`src/rtl/mdf_pkg.sv`:
```
// Shared types and constants of the mirrored downscale framer.
`timescale 1ns / 1ps
`default_nettype none

package mdf_pkg;

  // Input beat action codes.
  localparam logic ACT_LOAD    = 1'b0;
  localparam logic ACT_REQUEST = 1'b1;

  // Configuration register indexes (paddr[2]).
  localparam logic REG_FRAME_WIDTH  = 1'b0;
  localparam logic REG_FRAME_HEIGHT = 1'b1;

  localparam int unsigned CfgWidth   = 8;
  localparam int unsigned PixWidth   = 24;
  localparam int unsigned ChanWidth  = 8;
  localparam int unsigned AccWidth   = 10;
  localparam int unsigned ApbAddrW   = 3;
  localparam int unsigned ApbDataW   = 32;
  localparam logic [CfgWidth-1:0] SizeReset = 8'd128;

  typedef enum logic [1:0] {
    S_IDLE,
    S_READ,
    S_DRAIN,
    S_EMIT
  } state_e;

  // Control of the shared accumulate unit.
  typedef struct packed {
    logic clear;
    logic add;
  } acc_ctrl_t;

endpackage

`default_nettype wire

```
`src/rtl/mdf_accum.sv`:
```
// Shared per-channel accumulate unit for the 2x2 block average.
`timescale 1ns / 1ps
`default_nettype none

module mdf_accum
  import mdf_pkg::*;
(
  input  wire logic                clk_i,
  input  wire logic                rst_ni,
  input  wire acc_ctrl_t           ctrl_i,
  input  wire logic                single_i,
  input  wire logic [PixWidth-1:0] pixel_i,
  output logic      [PixWidth-1:0] result_o
);

  logic [AccWidth-1:0] acc_q [3];
  logic [AccWidth-1:0] acc_d [3];

  always_comb begin
    for (int c = 0; c < 3; c++) begin
      acc_d[c] = acc_q[c];
      if (ctrl_i.clear) begin
        acc_d[c] = '0;
      end else if (ctrl_i.add) begin
        acc_d[c] = acc_q[c] + AccWidth'(pixel_i[c*ChanWidth +: ChanWidth]);
      end
    end
  end

  always_ff @(posedge clk_i or negedge rst_ni) begin
    if (!rst_ni) begin
      for (int c = 0; c < 3; c++) begin
        acc_q[c] <= '0;
      end
    end else begin
      for (int c = 0; c < 3; c++) begin
        acc_q[c] <= acc_d[c];
      end
    end
  end

  // Single pixel passes through; four pixels drop two bits.
  always_comb begin
    for (int c = 0; c < 3; c++) begin
      result_o[c*ChanWidth +: ChanWidth] = single_i ? acc_q[c][ChanWidth-1:0]
                                                    : acc_q[c][AccWidth-1:2];
    end
  end

endmodule

`default_nettype wire

```
`config.mk`:
```
export PLATFORM = sky130hd
export DESIGN_NAME = mdf_accum
export DESIGN_NICKNAME = d
export VERILOG_FILES = /design/src/rtl/mdf_pkg.sv /design/src/rtl/mdf_accum.sv
export SDC_FILE = /design/constraint.sdc
export NUM_CORES = 1
export LEC_CHECK = 0
export BUFFER_PORTS_ARGS = -buffer_cell sky130_fd_sc_hd__buf_2
export CORE_MARGIN = 10
export CORE_UTILIZATION = 50
export DETAILED_ROUTE_END_ITERATION = 16
export PLACE_DENSITY = 0.74
export RECOVER_POWER = 25
export SLEW_MARGIN = 20
export SYNTH_ARGS = -nofsm -noshare
export SYNTH_HDL_FRONTEND = slang
export SYNTH_SLANG_ARGS = --single-unit
export TNS_END_PERCENT = 100
```
`constraint.sdc`:
```
create_clock -name clk_i -period 4.4 [get_ports clk_i]
set_clock_uncertainty 0.05 [all_clocks]
set_input_delay 0.88 -clock clk_i [delete_from_list [all_inputs] [get_ports clk_i]]
set_output_delay 0.88 -clock clk_i [all_outputs]
set_load 0.02 [all_outputs]
```
==> results.txt <==
The flow ran to the end, but the final reports show violations. The checks that failed: max-capacitance violations, max-slew violations. The hold-fix buffer count after cts came out at 0. The later pin in the worst-skew pair is clocked with a latency of ~0.28 ns. The worst ir drop on vdd is roughly 0.18 mV. Data on the critical path is required at its endpoint by 3.47 ns. The maximum number of pins on one net before global-route repair is 43.

The total overflow reported by the global router is 0. The synthesis-to-finish area growth is 14.68%. The post-synthesis share of cell area spent on xor and xnor gates came out at 0.03693. The number of antenna violations at the first check in global routing came to 0.

The area of the core came out at a little over 5000 um2. The setup path with the least slack is of type primary input to primary output. The gate count after technology mapping came out at ~280. The total net switching power is between 0.3 and 0.4 mW. The detail route stage leaves a number of antenna-violating nets equal to 0. The number of vias per cell after detailed routing is about 5.6. The vertical die dimension is 92.23 um. The number of design-rule violations left by the first detailed-router iteration is 130. The sequential cell area fraction in the yosys report is 0.2878. Max-cap violations in this run came to 1. Dividing the final minimum period by the clock period gives 0.6500.

The first global-routing pass estimated between 10000 and 15000 um of wire. The share of total power dissipated in the clock network is 0.228. The longest clock path from root to sink contains 2 buffers. The number of hold violations in the final report came out at 0. The power density over the cells is ~320 nW/um2. The routed layout has roughly 2200 vias.

The worst setup timing slack at the placement stage came out at about 1.5 ns. The leading register cell type out of synthesis is sky130_fd_sc_hd__dfrtp_1. The die covers ~8500 um2. Post-CTS timing repair inserted 0 buffers for setup. The headroom to the max-slew limit came out at -0.2229. The setup TNS after final layout came out at 0 ns. Of the total power, registers draw 0.354. The area of the mapped netlist came out at ~2600 um2. The proportion of register bits with asynchronous set or reset after synthesis came out at 1.000. The via count of the first global-routing pass is 2326. The global placer's final weighted congestion came out at roughly 0.86. The count of flip-flops with a built-in enable after synthesis came out at 0. The number of clock sinks is 30. The internal power came out at ~0.6 mW. The number of ports placed on the die boundary is 53. The final setup violation count is 0. The overall die width is 92.23 um. Timing would allow up to around 0.35 GHz. The fraction of final layout cells sized beyond drive strength 1 is 0.2669. Of the total power, combinational logic draws 0.418.

Of the total synthesized cell area, the portion taken by AND, OR, NAND and NOR gates is 0.1506. The root buffer cell is sky130_fd_sc_hd__clkbuf_8. The share of total power consumed by net switching came out at 0.3726. The post-cts gate resize count came out at 0. The mean routed wirelength per cell came out at approximately 15 um. The filler cell count is 487. The row count is 26.

Sorting the synthesized cells by area gives the leading types as sky130_fd_sc_hd__dfrtp_1, sky130_fd_sc_hd__ha_1, sky130_fd_sc_hd__mux2_2. During placement, the flow inserted port buffers numbering between 50 and 60. The first-pass iteration count of the detailed router came out at 4. The top register by number of flip-flops is acc_q. The largest registers in the layout are acc_q: 30 flops. Of the post-synthesis cell area, the dominant cell type holds 0.2878. The worst setup path is launched from a primary input. The minimum period implied by the final worst setup slack is about 2.9 ns. The multi-input combinational cell area came out at 1740 um2. Setup repair after global routing left no endpoint under its margin.

TritonCTS built the clock tree. The count of warnings emitted by yosys came out at 0. STA puts the critical path data arrival time at 1.93 ns. In the global route stage, overall resource usage came out at 0.1507.

Of the total synthesized cell area, the portion taken by full adders, half adders and majority gates is 0.1381. The post-CTS clock slew at the launch and capture registers of the worst setup and hold paths came out at ~0.06 ns. The final net count is between 300 and 400. The area taken by flip-flops and latches is ~750 um2.

The initial standard-cell utilization of the core is 0.5141. The commonest cells after synthesis are sky130_fd_sc_hd__nor2_1, sky130_fd_sc_hd__dfrtp_1, sky130_fd_sc_hd__ha_1. The share of the synthesized area in compound gates (AO/OA/AOI/OAI) was 0.1799.

The combinational family with the most area after synthesis is compound AO/OA/AOI/OAI gates. Yosys mapped the design onto 40 distinct sky130hd cell types. TritonCTS created 5 clock buffers.

The count of inserted antenna diode cells is 0. The setup slack of the critical path after layout is about 1.5 ns. After detailed routing, the total wire length is a little over 6000 um. The reported leakage power is around 1.5 nW. Of all nets on the critical path, the largest fanout is 26.

The synthesized design spends more area on one cell type than any other, namely sky130_fd_sc_hd__dfrtp_1. The number of synthesized register bits is 30. The number of max-slew violations in the final report was 31. Measured against the total synthesized area, the mux share comes to 0.1616. The number of nets handed over by synthesis was 335. The H-tree depth is 2.

The number of remaining DRC errors came out at 0. The measured slew at the worst slew-check pin came out at roughly 1.8 ns. The register with the most flip-flops in the layout has 30 of them. STA classifies the critical path endpoint as a primary output. In the post-synthesis netlist, the cell with the most instances is sky130_fd_sc_hd__nor2_1. The estimated wirelength of the detail-placed design came out at about 4500 um. The path class of the tightest hold or removal check is flop to flop. A synthesized cell averages 9.350 um2.
[final cells by class]
| class | instances | share of cell area |
|---|---|---|
| inverters | 17 | 0.02133 |
| clock buffers | 6 | 0.02760 |
| multi-input cells | 220 | 0.5818 |
| flip-flops and latches | 30 | 0.2509 |
| repair buffers | 53 | 0.08908 |
| well taps | 70 | 0.02928 |
[layout by cell type, fill, tap and decap left out, types with 2 or more instances in the layout]
master	count
sky130_fd_sc_hd__o211ai_2	2
sky130_fd_sc_hd__nand4_1	6
sky130_fd_sc_hd__o21ai_0	11
sky130_fd_sc_hd__o31a_1	3
sky130_fd_sc_hd__mux2i_1	14
sky130_fd_sc_hd__a32oi_1	2
sky130_fd_sc_hd__xnor2_1	5
sky130_fd_sc_hd__nand3_1	9
sky130_fd_sc_hd__mux2_1	3
sky130_fd_sc_hd__or4b_1	2
sky130_fd_sc_hd__clkbuf_8	6
sky130_fd_sc_hd__o21a_1	7
sky130_fd_sc_hd__o21ai_1	4
sky130_fd_sc_hd__mux2_2	22
sky130_fd_sc_hd__buf_2	51
sky130_fd_sc_hd__o21bai_1	2
sky130_fd_sc_hd__nor3b_1	4
sky130_fd_sc_hd__a211oi_1	3
sky130_fd_sc_hd__o211ai_1	4
sky130_fd_sc_hd__a21oi_1	11
sky130_fd_sc_hd__ha_1	24
sky130_fd_sc_hd__a31oi_1	8
sky130_fd_sc_hd__nand2_1	6
sky130_fd_sc_hd__a21o_1	6
sky130_fd_sc_hd__nor2_1	33
sky130_fd_sc_hd__inv_1	17
sky130_fd_sc_hd__xor2_1	6
sky130_fd_sc_hd__fa_1	3
sky130_fd_sc_hd__dfrtp_1	30
sky130_fd_sc_hd__nor2b_1	10
sky130_fd_sc_hd__o311ai_1	2
[logic make-up after synthesis]
| group | Yosys count |
|---|---|
| DFF | 30 |
| xor gates and xnor gates | 11 |
| buffers and inverters | 29 |
| muxes | 39 |
| adders and majority gates | 27 |
| and+or+nand+nor | 75 |
| AOI/OAI and AO/OA | 68 |
[path summary, 6_finish.rpt]
check	cells past startpoint	endpoint	startpoint	slack (ns)
setup reg to reg	8	acc_q[18]$_DFFE_PN0P_	acc_q[10]$_DFFE_PN0P_	2.23
hold / removal	2	acc_q[29]$_DFFE_PN0P_	acc_q[29]$_DFFE_PN0P_	0.49
min in group asynchronous	1	acc_q[8]$_DFFE_PN0P_	rst_ni	1.04
max in group asynchronous	1	acc_q[23]$_DFFE_PN0P_	rst_ni	2.20
setup / recovery	3	result_o[22]	single_i	1.54
hold reg to reg	2	acc_q[29]$_DFFE_PN0P_	acc_q[29]$_DFFE_PN0P_	0.49
[per-layer routing]
| layer | global-route usage | share of wire | routed length [um] |
|---|---|---|---|
| met1 | 0.1855 | 0.48 | 2896 |
| met2 | 0.2424 | 0.45 | 2721 |
| met3 | 0.05705 | 0.061 | 368 |
| met4 | 0.03728 | 0.0084 | 51 |
| met5 | 0 | 0 | 0 |
[power groups by stage]
stage	logic, mW	clock network, mW	registers, mW
2_1_floorplan	0.313	0	0.336
3_3_place_gp	0.396	0	0.348
3_5_place_dp	0.406	0	0.348
4_1_cts	0.408	0.227	0.344
5_1_grt	0.457	0.239	0.349
6_report	0.404	0.221	0.343
[critical path: stages]
cell	delay (ns)
sky130_fd_sc_hd__buf_2	0.48
sky130_fd_sc_hd__mux2_2	0.40
sky130_fd_sc_hd__buf_2	0.16
[per-stage QoR]
stage | power (mW) | instance area (um2) | hold WS [ns] | cells | util
detailed placement | 0.7541 | 2910 | 0.4871 | 390 | 0.5735
CTS | 0.9781 | 2993 | 0.4998 | 396 | 0.5897
finish | 0.9685 | 2992 | 0.4915 | 396 | 0.5895
global placement | 0.7434 | 2910 | 0.4722 | 390 | 0.5735
global route | 1.045 | 2992 | 0.5369 | 396 | 0.5895
floorplan | 0.6490 | 2609 | 0.4508 | 279 | -
Note: power is estimated with default switching activity, not from simulation.
