## src/rtl/mdf_pkg.sv

```systemverilog
// Shared types and constants of the mirrored downscale framer.
`timescale 1ns / 1ps
`default_nettype none

package mdf_pkg;

  // Input beat action codes.
  localparam logic ACT_LOAD    = 1'b0;
  localparam logic ACT_REQUEST = 1'b1;

  // Configuration register indexes (paddr[2]).
  localparam logic REG_FRAME_WIDTH  = 1'b0;
  localparam logic REG_FRAME_HEIGHT = 1'b1;

  localparam int unsigned CfgWidth   = 8;
  localparam int unsigned PixWidth   = 24;
  localparam int unsigned ChanWidth  = 8;
  localparam int unsigned AccWidth   = 10;
  localparam int unsigned ApbAddrW   = 3;
  localparam int unsigned ApbDataW   = 32;
  localparam logic [CfgWidth-1:0] SizeReset = 8'd128;

  typedef enum logic [1:0] {
    S_IDLE,
    S_READ,
    S_DRAIN,
    S_EMIT
  } state_e;

  // Control of the shared accumulate unit.
  typedef struct packed {
    logic clear;
    logic add;
  } acc_ctrl_t;

endpackage

`default_nettype wire

```

## src/rtl/mdf_apb_regs.sv

```systemverilog
// APB configuration registers and effective frame size clamp.
`timescale 1ns / 1ps
`default_nettype none

module mdf_apb_regs
  import mdf_pkg::*;
#(
  parameter int unsigned MAX_WIDTH  = 128,
  parameter int unsigned MAX_HEIGHT = 128
) (
  input  wire logic                              clk_i,
  input  wire logic                              rst_ni,
  input  wire logic                              psel,
  input  wire logic                              penable,
  input  wire logic                              pwrite,
  input  wire logic [ApbAddrW-1:0]               paddr,
  input  wire logic [ApbDataW-1:0]               pwdata,
  output logic      [ApbDataW-1:0]               prdata,
  output logic                                   pready,
  output logic      [$clog2(MAX_WIDTH+1)-1:0]    width_eff_o,
  output logic      [$clog2(MAX_HEIGHT+1)-1:0]   height_eff_o
);

  localparam int unsigned SWW = $clog2(MAX_WIDTH + 1);
  localparam int unsigned SHW = $clog2(MAX_HEIGHT + 1);

  logic [CfgWidth-1:0] width_q, width_d;
  logic [CfgWidth-1:0] height_q, height_d;
  logic                wr_en;

  assign pready = 1'b1;
  assign wr_en  = psel & penable & pwrite;

  always_comb begin
    width_d  = width_q;
    height_d = height_q;
    if (wr_en) begin
      case (paddr[2])
        REG_FRAME_WIDTH:  width_d  = pwdata[CfgWidth-1:0];
        REG_FRAME_HEIGHT: height_d = pwdata[CfgWidth-1:0];
        default: ;
      endcase
    end
  end

  always_ff @(posedge clk_i or negedge rst_ni) begin
    if (!rst_ni) begin
      width_q  <= SizeReset;
      height_q <= SizeReset;
    end else begin
      width_q  <= width_d;
      height_q <= height_d;
    end
  end

  always_comb begin
    case (paddr[2])
      REG_FRAME_WIDTH:  prdata = ApbDataW'(width_q);
      REG_FRAME_HEIGHT: prdata = ApbDataW'(height_q);
      default:          prdata = '0;
    endcase
  end

  // Zero acts as one, anything above the maximum acts as the maximum.
  always_comb begin
    if (width_q == '0) begin
      width_eff_o = SWW'(1);
    end else if (32'(width_q) > 32'(MAX_WIDTH)) begin
      width_eff_o = SWW'(MAX_WIDTH);
    end else begin
      width_eff_o = SWW'(width_q);
    end
    if (height_q == '0) begin
      height_eff_o = SHW'(1);
    end else if (32'(height_q) > 32'(MAX_HEIGHT)) begin
      height_eff_o = SHW'(MAX_HEIGHT);
    end else begin
      height_eff_o = SHW'(height_q);
    end
  end

endmodule

`default_nettype wire

```

## config.mk

```make
export PLATFORM = sky130hd
export DESIGN_NAME = mdf_apb_regs
export DESIGN_NICKNAME = d
export VERILOG_FILES = /design/src/rtl/mdf_pkg.sv /design/src/rtl/mdf_apb_regs.sv
export SDC_FILE = /design/constraint.sdc
export NUM_CORES = 1
export LEC_CHECK = 0
export BUFFER_PORTS_ARGS = -buffer_cell sky130_fd_sc_hd__buf_2
export CAP_MARGIN = 20
export CORE_ASPECT_RATIO = 1.25
export CORE_MARGIN = 3
export CORE_UTILIZATION = 35
export CTS_BUF_LIST = sky130_fd_sc_hd__clkbuf_8
export DETAILED_ROUTE_END_ITERATION = 16
export PLACE_DENSITY = 0.79
export SLEW_MARGIN = 0
export SYNTH_ARGS = -nofsm -noshare
export SYNTH_HDL_FRONTEND = slang
export SYNTH_SLANG_ARGS = --single-unit
```

## constraint.sdc

```tcl
create_clock -name clk_i -period 1.7 [get_ports clk_i]
set_clock_uncertainty 0.15 [all_clocks]
set_input_delay 0.51 -clock clk_i [delete_from_list [all_inputs] [get_ports clk_i]]
set_output_delay 0.51 -clock clk_i [all_outputs]
set_load 0.02 [all_outputs]
```

==> results of run 1 <==
-- state kept, by name (all words and copies together) (netlist names) --
| signal | flops |
|---|---|
| height_q | 8 |
| width_q | 8 |
-- cell type report --
| cell class | count | area (um^2) |
|---|---|---|
| Multi-Input combinational cell | 69 | 640.6 |
| Sequential cell | 16 | 402.9 |
| Clock buffer | 4 | 55.05 |
| Fill cell | 229 | 1145 |
| Timing Repair Buffer | 57 | 525.5 |
| Tap cell | 34 | 42.54 |
-- kinds of logic (layout without fill, tap and decap cells) --
kind of cell    Yosys count  after routing  synth area share, %
other cells               2             25               0.7020
simple gates             18             18                13.68
compound gates            2              2                3.041
flops                    16             16                37.66
buf+inv                  30             61                19.65
mux                      24             24                25.26
-- placed cells by master (no fill, tap or decap), types with 2 or more instances in the layout --
| cell type | count |
|---|---|
| o41ai_4 | 2 |
| clkbuf_8 | 4 |
| nand2b_1 | 2 |
| mux2_4 | 8 |
| buf_4 | 12 |
| nor2b_4 | 6 |
| buf_6 | 26 |
| conb_1 | 25 |
| nor2b_1 | 6 |
| dfstp_2 | 2 |
| buf_2 | 16 |
| or4_4 | 2 |
| mux2_2 | 16 |
| dfrtp_1 | 14 |
-- routing by layer --
| layer | up-vias | GRT usage (%) | share of wire (%) |
|---|---|---|---|
| met2 | 52 | 26.48 | 53 |
| met4 | 0 | 8.207 | 2.0 |
| li1 | 375 | - | - |
| met1 | 371 | 15.20 | 37 |
| met5 | - | 0 | 0 |
| met3 | 4 | 3.774 | 8.0 |
-- repair_timing --
item	CTS	global route
gates resized for setup	39	25
buffers inserted	4	4
endpoints found under the hold margin	0	0
setup endpoints to repair	24	24
cloned	1	0
-- stage by stage --
stage | cell area, um^2 | total power [uW] | TNS (ns) | hold WS [ns]
final | 1667 | 1985 | -4.653 | 0.006631
after global routing | 1667 | 2083 | -5.563 | 0.01374
after CTS | 1559 | 1864 | -4.486 | 0.01806
after detailed placement | 1321 | 1342 | -2.066 | 0.2929
after global placement | 1321 | 1324 | -2.048 | 0.2777
after floorplan | 1204 | 1102 | -0.5206 | 0.06441
-- worst min path at each step --
stage | from | end | slack [ns]
5_1_grt | rst_ni | width_q[5] | 0.01
2_1_floorplan | rst_ni | height_q[0] | 0.06
3_3_place_gp | rst_ni | width_q[4] | 0.28
3_5_place_dp | rst_ni | width_q[4] | 0.29
6_report | rst_ni | width_q[4] | 0.007
4_1_cts | rst_ni | width_q[4] | 0.02
-- power by group --
part	internal [uW]	switching (uW)
Clock	206	139
Combinational	591	480
Sequential	474	95.2
Total	1270	714
==> flow_summary.ini, run 1 <==
[timing]
finalCritPeriodShare_pct = 134.1
hold_violations = 0
fin_crit_ns = 2.280
fmax_ghz = 0.4386
fin_ws_ns = -0.5802
slew_viol_final = 0
final-setup-viol-count = 24
rsz0062_at_grt = true

[global_route]
overflow = 0
grt_max_degree = 17
grt_use_total_pct = 14.47
grt_pass1_vias = 815
grt_antenna_before_repair = 0
grt_pass1_wl_mm = 4.029

[clock_network]
clockBufferDepth = 2
tritoncts = built
clock_latency_ns = 0.25
holdBufCountCts = 0
h-tree-depth = 1
clkTransAtPathRegs_ns = 0.06
root_buffer = clkbuf_8
numClockSinks = 16
numCtsBuffers = 3

[floorplan]
pin_count = 89
chipWidth_um = 55.45
core.rowCount = 21
core_mm2 = 0.002811
initial_core_util_pct = 38.05
die_h_um = 67.81
die-area_mm2 = 0.003760

[min_path]
hp-class = input port to asynchronous set/reset pin

[cells_and_area]
antenna_cells = 0
drive_above_1_share_pct = 67.81
final_nets = 187
post-route-util_pct = 59.28
area_growth_pct = 55.79
layout.cells.non_filler = 180

[drt]
ant_nets = 0
viasPerCell = 4.456
first_pass_iters = 3
routed_wl_mm = 2.656
drt_iter0_markers = 3
num_vias = 802
drc = 0
wire_per_inst_um = 14.76

[pwr]
ir_worst_vdd_mv = 0.8548
p_per_area_mw_per_mm2 = 1191
p_leak_uw = 0.0008594

[critical_path]
worstPathBufferInverterCount = 1
cpPeakStageDelay_ns = 0.53
crit_path_top_delay_cell = or4_4
cp.depth = 3
endpoint_kind = output port
r2r_slack_ns = 0.53
crit_family = simple AND/OR/NAND/NOR gates
path_cells = or4_4, o41ai_4, buf_4
criticalPathCategory = flip-flop to output port
crit_path_start = width_q[5]
worstReg2RegStart = width_q[5]
r2r_end = width_q[5]
timing.critical_path.to = width_eff_o[0]
crit_path_start_kind = flip-flop
critical_path_arrival_ns = 1.62
cp_data_required_time_ns = 1.04
reg2regPathDepth = 3
crit_fanout = 2

[logic_synthesis]
synth_flop_cell = dfrtp_1
synthCells = 92
yosysMostFrequentCell = buf_4
synth_edf_count = 0
yosysTopAreaCell = dfrtp_1
synth_top_area_share_pct = 32.75
ys_types = 12
ys_ff_latch = 16
syn_avg_cell_area_um2 = 11.63
synth_area_leaders = dfrtp_1, mux2_2, buf_4
synthTopCellsByCount = buf_4, mux2_2, dfrtp_1
ys_async_sr_fraction_pct = 100.0
yosys_warnings = 0
synthesis.area_mm2 = 0.001070
yosysSeqAreaShare_pct = 37.66

[flow_run]
drv_cap = 0

[place]
gp_congestion = 0.7975
dp_slack_ns = -0.3101
dpl.cell_count = 168
hpwl_mm = 1.851
io_buffers = 37

[run_status]
violations = setup timing
status = complete, but fails checks
(Power assumes the default switching activity.)
==> inputs of run 2 (changes only) <==
- SETUP_SLACK_MARGIN: not set -> 0.15
==> run 2 against run 1 <==
Compared with the run above:
- the flow still finishes with violations (setup timing)
- first-iteration DRC count is the same
- critical path depth unchanged
- die area stayed put
- clock power decreased by 13%
- worst setup slack improved by 0.027 ns
- cell count is 0.56% higher
- sequential share of layout area shrank 0.48 points
- core utilization is 1.2 points higher
- critical endpoint is now height_eff_o[0]
==> flow_summary.ini, run 2 (synthesized netlist as in run 1, its figures left out) <==
[run_status]
status = complete, but fails checks
violations = setup timing

[timing]
slew_viol_final = 0
rsz0062_at_grt = true
final-setup-viol-count = 24
fin_tns_setup_ns = -4.673
hold-worst-slack_ns = 0.008497
finalCritPeriodShare_pct = 132.6
fin_crit_ns = 2.254
fin_ws_ns = -0.5536
fmax_ghz = 0.4437
hold_violations = 0

[global_route]
grt_max_degree = 17
grt_use_total_pct = 15.17
grt_pass1_vias = 827
grt_antenna_before_repair = 0
grt_pass1_wl_mm = 4.243
overflow = 0

[drt]
viasPerCell = 4.575
drt_iter0_markers = 3
num_vias = 828
wire_per_inst_um = 15.24
routed_wl_mm = 2.759
drc = 0
first_pass_iters = 2
ant_nets = 0

[cells_and_area]
top_regs = height_q x8, width_q x8
final_nets = 188
post-route-util_pct = 60.48
drive_above_1_share_pct = 68.71
final_common_cell = buf_6
area_growth_pct = 58.95
final_cell_mix = buf_6, conb_1, mux2_2, buf_2, dfrtp_1
antenna_cells = 0

[clock_network]
numCtsBuffers = 3
clkTransAtPathRegs_ns = 0.06
h-tree-depth = 1
clock_latency_ns = 0.26
tritoncts = built
root_buffer = clkbuf_8
numClockSinks = 16
clockBufferDepth = 2

[pwr]
ir_worst_vdd_mv = 0.7739
p_leak_uw = 0.0008764
p_per_area_mw_per_mm2 = 1180

[floorplan]
core.rowCount = 21
core_mm2 = 0.002811
die-area_mm2 = 0.003760
initial_core_util_pct = 38.05
pin_count = 89
die_h_um = 67.81
chipWidth_um = 55.45

[critical_path]
reg2regPathDepth = 3
crit_path_start = height_q[4]
critical_path_arrival_ns = 1.59
cp_data_required_time_ns = 1.04
worstReg2RegStart = width_q[6]
endpoint_kind = output port
r2r_slack_ns = 0.53
timing.critical_path.to = height_eff_o[0]
crit_fanout = 2
criticalPathCategory = flip-flop to output port
r2r_end = width_q[6]
crit_path_start_kind = flip-flop

[min_path]
hp-class = input port to asynchronous set/reset pin

[place]
hpwl_mm = 1.794
dp_slack_ns = -0.3097
gp_congestion = 0.7851
io_buffers = 37

[flow_run]
drv_cap = 0
==> run 2: layout make-up <==
type | count | area (um^2)
Timing Repair Buffer | 58 | 559.3
Multi-Input combinational cell | 69 | 650.6
Fill cell | 226 | 1111
Tap cell | 34 | 42.54
Sequential cell | 16 | 402.9
Clock inverter | 1 | 3.754
Clock buffer | 3 | 41.29
==> run 2: repair_timing <==
action / CTS / global route
gates resized for setup: 45 / 23
cloned: 1 / 0
pin swaps: 1 / 2
hold buffers: 0 / 0
setup endpoints to repair: 24 / 24
setup buffers: 6 / 4
==> run 2: how the worst min path moves through the flow <==
stage	from	endpoint	slack, ns	cells past startpoint
floorplan	rst_ni	height_q[0]	0.06	0
global placement	rst_ni	width_q[5]	0.28	1
detailed placement	rst_ni	height_q[5]	0.29	1
CTS	rst_ni	width_q[6]	0.01	1
global route	rst_ni	height_q[6]	0.03	1
finish	rst_ni	width_q[6]	0.008	1
==> run 2: power breakdown <==
| part | switching (uW) | internal [uW] | total, uW |
|---|---|---|---|
| combinational | 492 | 640 | 1130 |
| sequential | 101 | 474 | 576 |
| clock | 139 | 161 | 300 |
==> run 2: metal layers <==
layer	vias to the layer above	share of wire, %	GRT usage (%)
met5	-	0	0
met4	0	1.6	7.295
met3	3	8.0	3.585
met2	52	53	27.22
met1	401	37	17.07
li1	372	-	-
==> run 2: worst max-delay path, stage by stage, from the launching register on <==
cell and delay, ns:
dfrtp_1 0.39, or4_4 0.56, o41ai_4 0.20, buf_4 0.19
==> run 2: metrics by stage <==
stage	instances	instance area, um^2	total power, uW
after detailed placement	166	1306	1327
after global routing	181	1700	2101
final	181	1700	2006
after global placement	166	1306	1311
after CTS	177	1592	1883
after floorplan	115	1216	1105
==> inputs of run 3 (changes only) <==
- CORE_UTILIZATION: 35 -> 36
- PLACE_DENSITY: 0.79 -> 0.81
==> run 3 against run 2 <==
Compared with the run above:
- the flow still finishes with violations (setup timing)
- wire length fell by 2.2%
- non-clock buffer count decreased by 1
- critical path depth unchanged
- largest cell class unchanged
- total power fell by 0.16%
- fmax decreased by 2.1%
==> flow_summary.ini, run 3 (synthesized netlist as in run 1, its figures left out) <==
[place]
dpl_cell_area_mm2 = 0.001336
gp_congestion = 0.8123
io_buffers = 37
dp_slack_ns = -0.3291

[critical_path]
crit_path_start_kind = flip-flop
crit_fanout = 2
criticalPathCategory = flip-flop to output port
cp_data_required_time_ns = 1.04
critical_path_arrival_ns = 1.64
endpoint_kind = output port

[cells_and_area]
area_growth_pct = 55.91
antenna_cells = 0
final_nets = 187
final_cell_mix = buf_6, conb_1, mux2_2, buf_2, dfrtp_1
fin_area_mm2 = 0.001668
final_common_cell = buf_6
drive_above_1_share_pct = 67.81
top_regs = height_q x8, width_q x8

[flow_run]
drv_cap = 0

[clock_network]
holdBufCountCts = 0
tritoncts = built
clockBufferDepth = 2
numCtsBuffers = 3
clkTransAtPathRegs_ns = 0.06
clock_latency_ns = 0.25
root_buffer = clkbuf_8
numClockSinks = 16
h-tree-depth = 1

[run_status]
status = complete, but fails checks
violations = setup timing

[timing]
fin_ws_ns = -0.6024
fin_crit_ns = 2.302
slew_viol_final = 0
fmax_ghz = 0.4343
hold_violations = 0
final-setup-viol-count = 24
rsz0062_at_grt = true
finalCritPeriodShare_pct = 135.4

[pwr]
p_leak_uw = 0.0008580
ir_worst_vdd_mv = 0.8005
p_per_area_mw_per_mm2 = 1201

[floorplan]
core.rowCount = 21
core_mm2 = 0.002759
initial_core_util_pct = 38.78
die_h_um = 66.95
pin_count = 89
die-area_mm2 = 0.003666
chipWidth_um = 54.76

[drt]
drc = 0
first_pass_iters = 4
viasPerCell = 4.550
drt_iter0_markers = 19
ant_nets = 0
routed_wl_mm = 2.698
num_vias = 819
wire_per_inst_um = 14.99

[global_route]
grt_use_total_pct = 15.41
grt_antenna_before_repair = 0
grt_pass1_vias = 832
overflow = 0
grt_pass1_wl_mm = 4.057
grt_max_degree = 17

[min_path]
hp-class = input port to asynchronous set/reset pin
run 3: cell count changes in the layout (fill, tap and decap cells not counted), sizes merged:
cell | previous run | this run
buf | 58 | 57
clkbuf | 3 | 4
inv | 1 | 0
run 3: worst max-delay path, cell delays in order, from the launching register on:
cell and delay [ns]:
dfrtp_1 0.41, or4_4 0.54, o41ai_4 0.25, buf_4 0.20
run 3: layout make-up:
cell class              count  area, um^2
clock buffers               4       55.05
flip-flops and latches     16       402.9
repair buffers             57       526.8
well taps                  34       42.54
multi-input cells          69       640.6
fillers                   218        1091
run 3: path summary, 6_finish.rpt:
check,slack (ns),startpoint,cells past startpoint,to
setup / recovery,-0.60,width_q[5],3,width_eff_o[0]
hold / removal,0.02,rst_ni,1,height_q[4]
setup reg to reg,0.54,height_q[1],3,height_q[1]
hold reg to reg,0.40,width_q[0],1,width_q[0]
max in group asynchronous,1.07,rst_ni,1,height_q[7]
min in group clk_i,0.35,pwdata[4],2,width_q[4]
run 3: metal layers:
layer / global-route usage [%] / share of wire (%)
met4: 5.607 / 1.0
met2: 26.33 / 55
met1: 18.31 / 35
met5: 0 / 0
met3: 3.132 / 9.3
run 3: report_power, final:
part           internal [uW]  switching, uW
Clock                    206            132
Combinational            603            484
Sequential               474            104
run 3: per-stage QoR:
stage	TNS, ns	hold slack (ns)	power, uW	std cells	util, %
floorplan	-0.4427	0.06441	1105	115	-
global placement	-2.047	0.2783	1332	170	48.44
detailed placement	-2.124	0.2925	1358	170	48.44
CTS	-4.546	0.02094	1875	177	56.19
global route	-5.133	0.02992	2099	180	60.45
finish	-4.476	0.01641	2003	180	60.45
run 3: repair_timing:
| item | 4_1_cts | 5_1_grt |
|---|---|---|
| setup buffers | 3 | 3 |
| hold endpoints to repair | 0 | 0 |
| resized for setup | 41 | 28 |
| endpoints found under the setup margin | 24 | 24 |
| gates cloned | 0 | 0 |
